--- src/design/mcct_pkg.sv ---
// Shared types and constants of the multi-channel compare timer.
`default_nettype none

package mcct_pkg;

  localparam int unsigned ActionW   = 3;
  localparam int unsigned ChannelW  = 3;
  localparam int unsigned AmountW   = 32;
  localparam int unsigned UnitW     = 2;
  localparam int unsigned KindW     = 2;
  localparam int unsigned ShiftW    = 4;
  localparam int unsigned PcountW   = 9;
  // Wide enough to hold any channel count in the supported range.
  localparam int unsigned ChanCmpW  = 4;

  localparam logic [ShiftW-1:0]  MaxShift   = 4'd9;
  localparam logic [ShiftW-1:0]  ResetShift = 4'd4;
  localparam logic [AmountW-1:0] ScaleUs    = 32'd1;
  localparam logic [AmountW-1:0] ScaleMs    = 32'd1000;
  localparam logic [AmountW-1:0] ScaleS     = 32'd1000000;

  localparam int unsigned QueueDepth = 4;
  localparam int unsigned QueuePtrW  = $clog2(QueueDepth);
  localparam int unsigned QueueCntW  = $clog2(QueueDepth + 1);

  typedef enum logic [ActionW-1:0] {
    ACT_TICK         = 3'd0,
    ACT_ARM_PERIODIC = 3'd1,
    ACT_ARM_SINGLE   = 3'd2,
    ACT_READ         = 3'd3,
    ACT_DELAY        = 3'd4
  } action_e;

  typedef enum logic [UnitW-1:0] {
    UNIT_US = 2'd0,
    UNIT_MS = 2'd1,
    UNIT_S  = 2'd2
  } unit_e;

  typedef enum logic [KindW-1:0] {
    EV_FIRED = 2'd0,
    EV_DELAY = 2'd1,
    EV_READ  = 2'd2
  } event_kind_e;

  typedef enum logic [1:0] {
    CMD_TICK  = 2'd0,
    CMD_ARM   = 2'd1,
    CMD_READ  = 2'd2,
    CMD_DELAY = 2'd3
  } cmd_kind_e;

  typedef struct packed {
    cmd_kind_e            kind;
    logic                 single;
    logic [ChannelW-1:0]  channel;
    logic [AmountW-1:0]   amount;   // already scaled to microseconds
  } cmd_t;

endpackage

`default_nettype wire

--- src/design/mcct_front.sv ---
// Front end: decodes incoming transactions, scales amounts and drops no-ops.
`default_nettype none

module mcct_front import mcct_pkg::*; #(
  parameter int unsigned CHANNELS = 5
) (
  input  wire logic                in_valid_i,
  output logic                     in_stall_o,
  input  wire logic [ActionW-1:0]  action_i,
  input  wire logic [ChannelW-1:0] channel_i,
  input  wire logic [AmountW-1:0]  amount_i,
  input  wire logic [UnitW-1:0]    unit_i,
  input  wire logic                q_full_i,
  output logic                     q_push_o,
  output cmd_t                     q_data_o
);

  logic               useful;
  logic [AmountW-1:0] factor;
  logic               chan_ok;

  assign chan_ok = ({1'b0, channel_i} < ChanCmpW'(CHANNELS));

  always_comb begin
    case (unit_e'(unit_i))
      UNIT_MS: factor = ScaleMs;
      UNIT_S:  factor = ScaleS;
      default: factor = ScaleUs;
    endcase
  end

  always_comb begin
    useful            = 1'b0;
    q_data_o.kind     = CMD_TICK;
    q_data_o.single   = 1'b0;
    q_data_o.channel  = channel_i;
    // Product is kept modulo 2^32, like the scaled amount itself.
    q_data_o.amount   = amount_i * factor;
    case (action_e'(action_i))
      ACT_TICK: begin
        useful        = 1'b1;
        q_data_o.kind = CMD_TICK;
      end
      ACT_ARM_PERIODIC, ACT_ARM_SINGLE: begin
        useful          = chan_ok;
        q_data_o.kind   = CMD_ARM;
        q_data_o.single = (action_e'(action_i) == ACT_ARM_SINGLE);
      end
      ACT_READ: begin
        useful        = 1'b1;
        q_data_o.kind = CMD_READ;
      end
      ACT_DELAY: begin
        useful        = 1'b1;
        q_data_o.kind = CMD_DELAY;
      end
      default: useful = 1'b0;
    endcase
  end

  assign in_stall_o = q_full_i;
  assign q_push_o   = in_valid_i && !q_full_i && useful;

endmodule

`default_nettype wire

--- src/design/mcct_cmd_fifo.sv ---
// Short command queue between the front end and the execution back end.
`default_nettype none

module mcct_cmd_fifo import mcct_pkg::*; (
  input  wire logic clk_i,
  input  wire logic rst_ni,
  input  wire logic push_i,
  input  wire cmd_t data_i,
  output logic      full_o,
  output logic      valid_o,
  output cmd_t      data_o,
  input  wire logic pop_i
);

  cmd_t                 mem_q [QueueDepth];
  logic [QueuePtrW-1:0] wr_ptr_q, wr_ptr_d;
  logic [QueuePtrW-1:0] rd_ptr_q, rd_ptr_d;
  logic [QueueCntW-1:0] count_q, count_d;

  assign full_o  = (count_q == QueueCntW'(QueueDepth));
  assign valid_o = (count_q != '0);
  assign data_o  = mem_q[rd_ptr_q];

  always_comb begin
    wr_ptr_d = push_i ? wr_ptr_q + 1'b1 : wr_ptr_q;
    rd_ptr_d = pop_i  ? rd_ptr_q + 1'b1 : rd_ptr_q;
    count_d  = count_q;
    if (push_i && !pop_i) begin
      count_d = count_q + 1'b1;
    end else if (pop_i && !push_i) begin
      count_d = count_q - 1'b1;
    end
  end

  always_ff @(posedge clk_i or negedge rst_ni) begin
    if (!rst_ni) begin
      wr_ptr_q <= '0;
      rd_ptr_q <= '0;
      count_q  <= '0;
    end else begin
      wr_ptr_q <= wr_ptr_d;
      rd_ptr_q <= rd_ptr_d;
      count_q  <= count_d;
    end
  end

  always_ff @(posedge clk_i) begin
    if (push_i) begin
      mem_q[wr_ptr_q] <= data_i;
    end
  end

endmodule

`default_nettype wire

--- src/design/mcct_back.sv ---
// Back end: counter, compare channels, delay channel and result serializer.
`default_nettype none

module mcct_back import mcct_pkg::*; #(
  parameter int unsigned CHANNELS     = 5,
  parameter int unsigned COUNTER_BITS = 32
) (
  input  wire logic                    clk_i,
  input  wire logic                    rst_ni,
  input  wire logic                    cfg_we_i,
  input  wire logic [ShiftW-1:0]       cfg_data_i,
  input  wire logic                    cmd_valid_i,
  input  wire cmd_t                    cmd_i,
  output logic                         cmd_pop_o,
  output logic                         out_valid_o,
  input  wire logic                    out_stall_i,
  output logic [KindW-1:0]             event_kind_o,
  output logic [ChannelW-1:0]          fired_channel_o,
  output logic [COUNTER_BITS-1:0]      counter_value_o,
  output logic                         last_o
);

  localparam int unsigned CB = COUNTER_BITS;

  // Timer state.
  logic [ShiftW-1:0]   shift_q;
  logic [CB-1:0]       counter_q, counter_d;
  logic [PcountW-1:0]  pcount_q, pcount_d;
  logic [CB-1:0]       cmp_q [CHANNELS];
  logic [CB-1:0]       cmp_d [CHANNELS];
  logic [CB-1:0]       period_q [CHANNELS];
  logic [CB-1:0]       period_d [CHANNELS];
  logic [CHANNELS-1:0] single_q, single_d;
  logic [CHANNELS-1:0] en_q, en_d;
  logic [CB-1:0]       dly_cmp_q, dly_cmp_d;
  logic                dly_run_q, dly_run_d;

  // Results of the last executed command that are still to be sent.
  logic                pend_read_q, pend_read_d;
  logic                pend_dly_q, pend_dly_d;
  logic [CHANNELS-1:0] pend_mask_q, pend_mask_d;
  logic [CB-1:0]       pend_val_q, pend_val_d;

  // Output register.
  logic                out_valid_q, out_valid_d;
  event_kind_e         out_kind_q, out_kind_d;
  logic [ChannelW-1:0] out_chan_q, out_chan_d;
  logic [CB-1:0]       out_val_q, out_val_d;
  logic                out_last_q, out_last_d;

  logic                pend_busy, out_free, out_load, nxt_last, pend_done, exec;
  logic [CHANNELS-1:0] low_oh, mask_rest, match;
  logic [ChannelW-1:0] low_chan;
  logic [ShiftW-1:0]   sh_clip;
  logic [PcountW:0]    div;
  logic                advance;
  logic [CB-1:0]       cnt_next, amt;
  logic                dly_hit;

  assign pend_busy = pend_read_q || pend_dly_q || (pend_mask_q != '0);
  assign out_free  = !out_valid_q || !out_stall_i;
  assign out_load  = pend_busy && out_free;
  assign low_oh    = pend_mask_q & (~pend_mask_q + 1'b1);
  assign mask_rest = pend_mask_q & ~low_oh;

  always_comb begin
    low_chan = '0;
    for (int i = 0; i < CHANNELS; i++) begin
      if (low_oh[i]) begin
        low_chan = ChannelW'(i);
      end
    end
  end

  always_comb begin
    if (pend_read_q) begin
      nxt_last = 1'b1;
    end else if (pend_dly_q) begin
      nxt_last = (pend_mask_q == '0);
    end else begin
      nxt_last = (mask_rest == '0);
    end
  end

  // A new command may start once the pending results drain this cycle.
  assign pend_done = out_load && nxt_last;
  assign exec      = cmd_valid_i && (!pend_busy || pend_done);
  assign cmd_pop_o = exec;

  assign sh_clip  = (shift_q > MaxShift) ? MaxShift : shift_q;
  assign div      = (PcountW + 1)'(1) << sh_clip;
  assign advance  = (({1'b0, pcount_q} + 1'b1) >= div);
  assign cnt_next = counter_q + 1'b1;
  assign amt      = cmd_i.amount[CB-1:0];
  assign dly_hit  = dly_run_q && (dly_cmp_q == cnt_next);

  always_comb begin
    for (int i = 0; i < CHANNELS; i++) begin
      match[i] = en_q[i] && (cmp_q[i] == cnt_next);
    end
  end

  always_comb begin
    counter_d   = counter_q;
    pcount_d    = pcount_q;
    cmp_d       = cmp_q;
    period_d    = period_q;
    single_d    = single_q;
    en_d        = en_q;
    dly_cmp_d   = dly_cmp_q;
    dly_run_d   = dly_run_q;
    pend_read_d = pend_read_q;
    pend_dly_d  = pend_dly_q;
    pend_mask_d = pend_mask_q;
    pend_val_d  = pend_val_q;
    out_valid_d = out_valid_q && out_stall_i;
    out_kind_d  = out_kind_q;
    out_chan_d  = out_chan_q;
    out_val_d   = out_val_q;
    out_last_d  = out_last_q;

    // Send the next pending result: read, then delay, then lowest channel.
    if (out_load) begin
      out_valid_d = 1'b1;
      out_val_d   = pend_val_q;
      out_last_d  = nxt_last;
      out_chan_d  = '0;
      if (pend_read_q) begin
        out_kind_d  = EV_READ;
        pend_read_d = 1'b0;
      end else if (pend_dly_q) begin
        out_kind_d = EV_DELAY;
        pend_dly_d = 1'b0;
      end else begin
        out_kind_d  = EV_FIRED;
        out_chan_d  = low_chan;
        pend_mask_d = mask_rest;
      end
    end

    if (exec) begin
      case (cmd_i.kind)
        CMD_TICK: begin
          if (advance) begin
            pcount_d = '0;
            counter_d = cnt_next;
            if (dly_hit) begin
              dly_run_d = 1'b0;
            end
            for (int i = 0; i < CHANNELS; i++) begin
              if (match[i]) begin
                if (single_q[i]) begin
                  en_d[i] = 1'b0;
                end else begin
                  cmp_d[i] = cmp_q[i] + period_q[i];
                end
              end
            end
            if (dly_hit || (match != '0)) begin
              pend_dly_d  = dly_hit;
              pend_mask_d = match;
              pend_val_d  = cnt_next;
            end
          end else begin
            pcount_d = pcount_q + 1'b1;
          end
        end
        CMD_ARM: begin
          for (int i = 0; i < CHANNELS; i++) begin
            if ({1'b0, cmd_i.channel} == ChanCmpW'(i)) begin
              period_d[i] = amt;
              single_d[i] = cmd_i.single;
              en_d[i]     = 1'b1;
              cmp_d[i]    = counter_q + amt;
            end
          end
        end
        CMD_READ: begin
          pend_read_d = 1'b1;
          pend_val_d  = counter_q;
        end
        CMD_DELAY: begin
          dly_cmp_d = counter_q + amt;
          dly_run_d = 1'b1;
        end
        default: ;
      endcase
    end
  end

  always_ff @(posedge clk_i or negedge rst_ni) begin
    if (!rst_ni) begin
      shift_q     <= ResetShift;
      counter_q   <= '0;
      pcount_q    <= '0;
      for (int i = 0; i < CHANNELS; i++) begin
        cmp_q[i]    <= '0;
        period_q[i] <= '0;
      end
      single_q    <= '0;
      en_q        <= '0;
      dly_cmp_q   <= '0;
      dly_run_q   <= 1'b0;
      pend_read_q <= 1'b0;
      pend_dly_q  <= 1'b0;
      pend_mask_q <= '0;
      out_valid_q <= 1'b0;
    end else begin
      if (cfg_we_i) begin
        shift_q <= cfg_data_i;
      end
      counter_q   <= counter_d;
      pcount_q    <= pcount_d;
      cmp_q       <= cmp_d;
      period_q    <= period_d;
      single_q    <= single_d;
      en_q        <= en_d;
      dly_cmp_q   <= dly_cmp_d;
      dly_run_q   <= dly_run_d;
      pend_read_q <= pend_read_d;
      pend_dly_q  <= pend_dly_d;
      pend_mask_q <= pend_mask_d;
      out_valid_q <= out_valid_d;
    end
  end

  always_ff @(posedge clk_i) begin
    pend_val_q <= pend_val_d;
    out_kind_q <= out_kind_d;
    out_chan_q <= out_chan_d;
    out_val_q  <= out_val_d;
    out_last_q <= out_last_d;
  end

  assign out_valid_o     = out_valid_q;
  assign event_kind_o    = out_kind_q;
  assign fired_channel_o = out_chan_q;
  assign counter_value_o = out_val_q;
  assign last_o          = out_last_q;

endmodule

`default_nettype wire

--- src/design/multi_channel_compare_timer.sv ---
// Top level of the multi-channel compare timer.
`default_nettype none

// The block keeps a free-running microsecond counter that advances once every
// 2^prescale_shift tick transactions (prescale_shift written through cfg_we_i
// and cfg_data_i, values above 9 act as 9, reset value 4). Callback channels
// are armed periodic or one-shot with an amount in microseconds, milliseconds
// or seconds; the scaled amount wraps at 32 bits and the compare is the
// counter plus that amount. A delay request works the same way but reports
// completion only once. A channel or the delay reports when the counter steps
// onto its compare value, so an amount of zero fires only after a full wrap.
// Each tick reports the delay first and then the channels in ascending order;
// the final result of a transaction carries last_o. A read transaction
// returns the counter value. Input transactions are taken one per cycle
// while the queue is not full: the front end scales the amount with one
// multiplier and drops arm requests to nonexistent channels and unknown
// actions, and a four-entry command queue feeds the execution stage. The
// execution stage takes one command per cycle, except that a command that
// produces results holds it until its last result is loaded, since results
// leave through a single output register that a stall also holds. A tick
// without results thus sustains one transaction per cycle, and the queue
// absorbs short bursts of fired channels. The first result of a transaction
// passes through the queue, the pending results and the output register.
module multi_channel_compare_timer import mcct_pkg::*; #(
  parameter int unsigned CHANNELS     = 5,
  parameter int unsigned COUNTER_BITS = 32
) (
  input  wire logic                    clk_i,
  input  wire logic                    rst_ni,
  input  wire logic                    cfg_we_i,
  input  wire logic [ShiftW-1:0]       cfg_data_i,
  input  wire logic                    in_valid_i,
  output logic                         in_stall_o,
  input  wire logic [ActionW-1:0]      action_i,
  input  wire logic [ChannelW-1:0]     channel_i,
  input  wire logic [AmountW-1:0]      amount_i,
  input  wire logic [UnitW-1:0]        unit_i,
  output logic                         out_valid_o,
  input  wire logic                    out_stall_i,
  output logic [KindW-1:0]             event_kind_o,
  output logic [ChannelW-1:0]          fired_channel_o,
  output logic [COUNTER_BITS-1:0]      counter_value_o,
  output logic                         last_o
);

  logic q_full, q_push, q_valid, q_pop;
  cmd_t q_wdata, q_rdata;

  // Decode and scale incoming transactions.
  mcct_front #(
    .CHANNELS (CHANNELS)
  ) u_front (
    .in_valid_i (in_valid_i),
    .in_stall_o (in_stall_o),
    .action_i   (action_i),
    .channel_i  (channel_i),
    .amount_i   (amount_i),
    .unit_i     (unit_i),
    .q_full_i   (q_full),
    .q_push_o   (q_push),
    .q_data_o   (q_wdata)
  );

  // The queue lets the front end keep accepting while results drain.
  mcct_cmd_fifo u_queue (
    .clk_i   (clk_i),
    .rst_ni  (rst_ni),
    .push_i  (q_push),
    .data_i  (q_wdata),
    .full_o  (q_full),
    .valid_o (q_valid),
    .data_o  (q_rdata),
    .pop_i   (q_pop)
  );

  // Timer state, compare logic and the result serializer.
  mcct_back #(
    .CHANNELS     (CHANNELS),
    .COUNTER_BITS (COUNTER_BITS)
  ) u_back (
    .clk_i           (clk_i),
    .rst_ni          (rst_ni),
    .cfg_we_i        (cfg_we_i),
    .cfg_data_i      (cfg_data_i),
    .cmd_valid_i     (q_valid),
    .cmd_i           (q_rdata),
    .cmd_pop_o       (q_pop),
    .out_valid_o     (out_valid_o),
    .out_stall_i     (out_stall_i),
    .event_kind_o    (event_kind_o),
    .fired_channel_o (fired_channel_o),
    .counter_value_o (counter_value_o),
    .last_o          (last_o)
  );

endmodule

`default_nettype wire

--- config.mk ---
export PLATFORM = sky130hd
export DESIGN_NAME = multi_channel_compare_timer
export DESIGN_NICKNAME = d
export VERILOG_FILES = /design/src/design/mcct_pkg.sv /design/src/design/mcct_front.sv /design/src/design/mcct_cmd_fifo.sv /design/src/design/mcct_back.sv /design/src/design/multi_channel_compare_timer.sv
export SDC_FILE = /design/constraint.sdc
export NUM_CORES = 2
export LEC_CHECK = 0
export ABC_AREA = 1
export BUFFER_PORTS_ARGS = -buffer_cell sky130_fd_sc_hd__clkbuf_2
export CORE_MARGIN = 2
export CORE_UTILIZATION = 45
export CTS_BUF_LIST = sky130_fd_sc_hd__clkbuf_4 sky130_fd_sc_hd__clkbuf_8 sky130_fd_sc_hd__clkbuf_16
export CTS_CLUSTER_DIAMETER = 120
export DETAILED_ROUTE_END_ITERATION = 12
export PLACE_DENSITY = 0.68
export RECOVER_POWER = 25
export SLEW_MARGIN = 20
export SYNTH_ARGS = -nofsm -noshare
export SYNTH_HDL_FRONTEND = slang
export SYNTH_SLANG_ARGS = --single-unit
--- constraint.sdc ---
create_clock -name clk_i -period 5.6 [get_ports clk_i]
set_input_delay 1.12 -clock clk_i [delete_from_list [all_inputs] [get_ports clk_i]]
set_output_delay 1.12 -clock clk_i [all_outputs]
set_load 0.005 [all_outputs]
==> out/metrics.csv <==
stage,metric,value,unit
layout,"commonest non-fill, non-tap cell in the layout",nand2_1,
layout,FILL cells,9997,
floorplan,Die Y,332,microns
grt,vias in the first global route,43100,
layout,fin nets,7136,
sta,PnR worst setup slack,-920,ps
grt,total grt overflow,0,
sta,Worst Tran Pin Value,2760,ps
synth,commonest register cell after synthesis,dfrtp_1,
cts,clock-pin slew on the worst setup and hold paths,60,ps
layout,Final Instance Area,56500,sq um
drt,DRT Pass-1 Iters,10,
place,input/output buffers,88,
floorplan,Rows,120,
sta,Max Clock Freq,153,MHz
grt,GRT Total Usage,29.8,%
setup_path,Arrival @ worst endpoint,6900,ps
drt,vias post-DR,44000,
drt,initial DRC count,4128,
setup_path,element type at the critical path end,register,
synth,ys async rst share,65.6,%
drt,wire per inst,20.8,microns
sta,clk_skew,37.9,ps
grt,initial antenna violation count,9,
synth,Post-Syn Nets,6797,
place,Post-DP Area,53100,sq um
layout,"commonest non-fill, non-tap cells in the layout","nand2_1 (1709), inv_1 (796), o21ai_0 (467)",
outcome,run status,"finished, violations left",
place,routability cong.,1.04,
cts,clock root buffer,clkbuf_16,
synth,"EDFF count, synth",222,
layout,Register Area,17300,sq um
synth,mean area per synthesized cell,7.83,sq um
synth,sequential share of the synthesized area,35.5,%
sta,Fin. Hold Viols,0,
layout,P&R area growth vs syn,16.5,%
worst_hold_path,worst hold path type,reg2reg,
floorplan,core box area,107000,sq um
sta,Finish-stage setup viols,68,
place,HPWL after detailed placement,128000,microns
drt,aggregate routed wire length,167000,microns
cts,CTS tree,done,
sta,RSZ-0062 raised after global routing,true,
layout,footprint of the multi-input gates,28600,sq um
cts,H-tree levels,3,
drt,# DRC,0,
floorplan,Die Area,110000,sq um
flow_run,max-cap check violation count,5,
cts,TritonCTS Buffers,72,
sta,Slew Limit Fails,325,
setup_path,CP Class,in2reg,
cts,CTS Hold Bufs,0,
synth,Mapped Cells,6198,
drt,vias per std cell,5.50,
setup_path,data required time of the worst path,5980,ps
synth,Mapped Area,48500,sq um
setup_path,Max Fanout on Critical Path,5,
layout,layout cells sized above 1,13.6,%
floorplan,I/O pins,89,
synth,Synth Warn #,0,
cts,CTS max path bufs,3,
drt,wl on met1,67600,microns
drt,DR top layer,met5,
sta,fin crit share,116,%
setup_path,crit path launch type,primary input,
sta,Final min period,6520,ps
synth,"flops & latches, synth",645,
floorplan,Die Width,332,microns
grt,global-route wire length before repair,252000,microns
drt,DR WL met3,13900,microns
setup_path,Register-to-Register Setup Slack,390,ps
floorplan,Initial Util,45.3,%
drt,final antenna-violating net count,0,
drt,met2 WL,74800,microns
sta,slew margin rel.,-84.0,%
cts,clock sink count,645,
outcome,violated checks,"max-capacitance violations, max-slew violations, negative setup slack",
grt,largest net degree at the start of global routing,108,
synth,Netlist cell types,67,
cts,"Clk Latency, worst-skew pair",650,ps
-- critical path, cell delays in order --
cell	delay, ps
clkbuf_16	120
inv_12	30
ha_4	200
buf_12	150
buf_6	120
nand2_4	70
inv_4	40
fa_1	470
inv_1	50
fa_1	480
inv_1	50
fa_1	450
fa_1	510
inv_2	40
fa_1	480
inv_2	40
fa_1	500
inv_2	50
fa_1	490
inv_2	50
ha_4	270
nand2_4	60
nor2_4	120
nand2_2	60
or4_4	530
o221ai_4	230
xor2_2	120
-- registers in the layout, summed over array words and instances (netlist names), 3 cells and up --
register,count
u_back.cmp_q,160
u_back.period_q,160
u_queue.mem_q,152
u_back.counter_q,32
u_back.counter_value_o,32
u_back.dly_cmp_q,32
u_back.pend_val_q,32
u_back.pcount_q,9
u_back.en_q,5
u_back.pend_mask_q,5
u_back.single_q,5
u_back.shift_q,4
u_back.fired_channel_o,3
u_queue.count_q,3
-- cells by family (layout without fill, tap and decap cells) --
kind of cell / after synthesis / after routing / share of synthesized area (%)
DFF: 645 / 645 / 35.5
other: 0 / 3 / 0
adders and majority gates: 550 / 550 / 17.0
and+or+nand+nor: 2662 / 2662 / 22.7
buffers and inverters: 1020 / 1417 / 8.17
xor gates and xnor gates: 214 / 214 / 3.90
muxes: 7 / 7 / 0.162
AOI/OAI and AO/OA: 1100 / 1100 / 12.6
-- metrics by stage --
stage / hold slack, ps / setup TNS, ps / util [%] / instances / setup slack (ps)
2_1_floorplan: 400 / -49370 / - / 6198 / -1190
3_3_place_gp: 401 / -99160 / 49.6 / 7848 / -1590
3_5_place_dp: 405 / -109340 / 49.6 / 7848 / -1700
4_1_cts: 419 / -33430 / 52.5 / 7993 / -864
5_1_grt: 425 / -49080 / 52.8 / 7999 / -1120
6_report: 418 / -35860 / 52.8 / 8001 / -920
-- synth_stat cells (5+ instances only) --
library cell / number / area, sq um
a2111oi_0: 5 / 43.8
a21boi_0: 23 / 173
a21o_1: 12 / 90.1
a21oi_1: 313 / 1570
a21oi_2: 13 / 114
a221oi_1: 16 / 140
a31oi_1: 20 / 125
a32oi_1: 5 / 43.8
and3_1: 7 / 43.8
buf_2: 19 / 95.1
buf_4: 6 / 45.0
buf_6: 12 / 135
clkbuf_1: 106 / 398
dfrtp_1: 422 / 10600
edfxtp_1: 222 / 6670
fa_1: 180 / 3600
ha_1: 370 / 4630
inv_1: 844 / 3170
inv_2: 25 / 93.8
mux2_2: 7 / 78.8
nand2_1: 1748 / 6560
nand2_2: 25 / 156
nand2_4: 6 / 67.6
nand3_1: 164 / 821
nand3b_1: 20 / 150
nand4_1: 74 / 463
nor2_1: 463 / 1740
nor2_2: 5 / 31.3
nor3_1: 55 / 275
nor3b_1: 8 / 60.1
nor4_1: 24 / 150
o211ai_1: 9 / 67.6
o21a_1: 27 / 203
o21ai_0: 483 / 2420
o21ai_1: 74 / 370
o21bai_1: 22 / 165
o22ai_1: 38 / 238
o311ai_0: 7 / 61.3
o31ai_1: 15 / 113
or2_2: 39 / 244
xnor2_1: 78 / 683
xor2_1: 135 / 1180
-- layer usage --
layer	GRT usage [%]	up-vias
met5	0	-
met4	16.1	14
met3	4.98	421
met2	47.8	1754
met1	38.6	21000
li1	-	20900
-- layout make-up --
class	instances	share of cell area [%]
antenna	3	0.0133
clock buffer	93	3.57
clock inverter	39	0.666
inverter	873	5.86
multi-input combinational	4533	50.7
sequential	645	30.5
tap	1403	3.11
timing repair buffer	412	5.59
-- path summary, 6_finish.rpt --
check | to | from | cells past startpoint
max | u_queue.mem_q[2][30] | unit_i[0] | 27
min | u_back.counter_value_o[22] | u_back.pend_val_q[22] | 0
max reg2reg | u_back.cmp_q[24] | u_queue.rd_ptr_q[0] | 20
min reg2reg | u_back.counter_value_o[22] | u_back.pend_val_q[22] | 0
max in group asynchronous | u_back.period_q[152] | rst_ni | 2
min in group asynchronous | u_back.pend_mask_q[0] | rst_ni | 1
-- what timing repair did --
action / 4_1_cts / 5_1_grt
setup endpoints to repair: 84 / 84
pin swaps: 33 / 45
setup buffers: 19 / 7
cloned: 1 / 0
resized for setup: 115 / 84
Power is left out: the tool's default activity adds up to more than one toggle a clock period on the data nets, which glitch-free logic cannot reach.
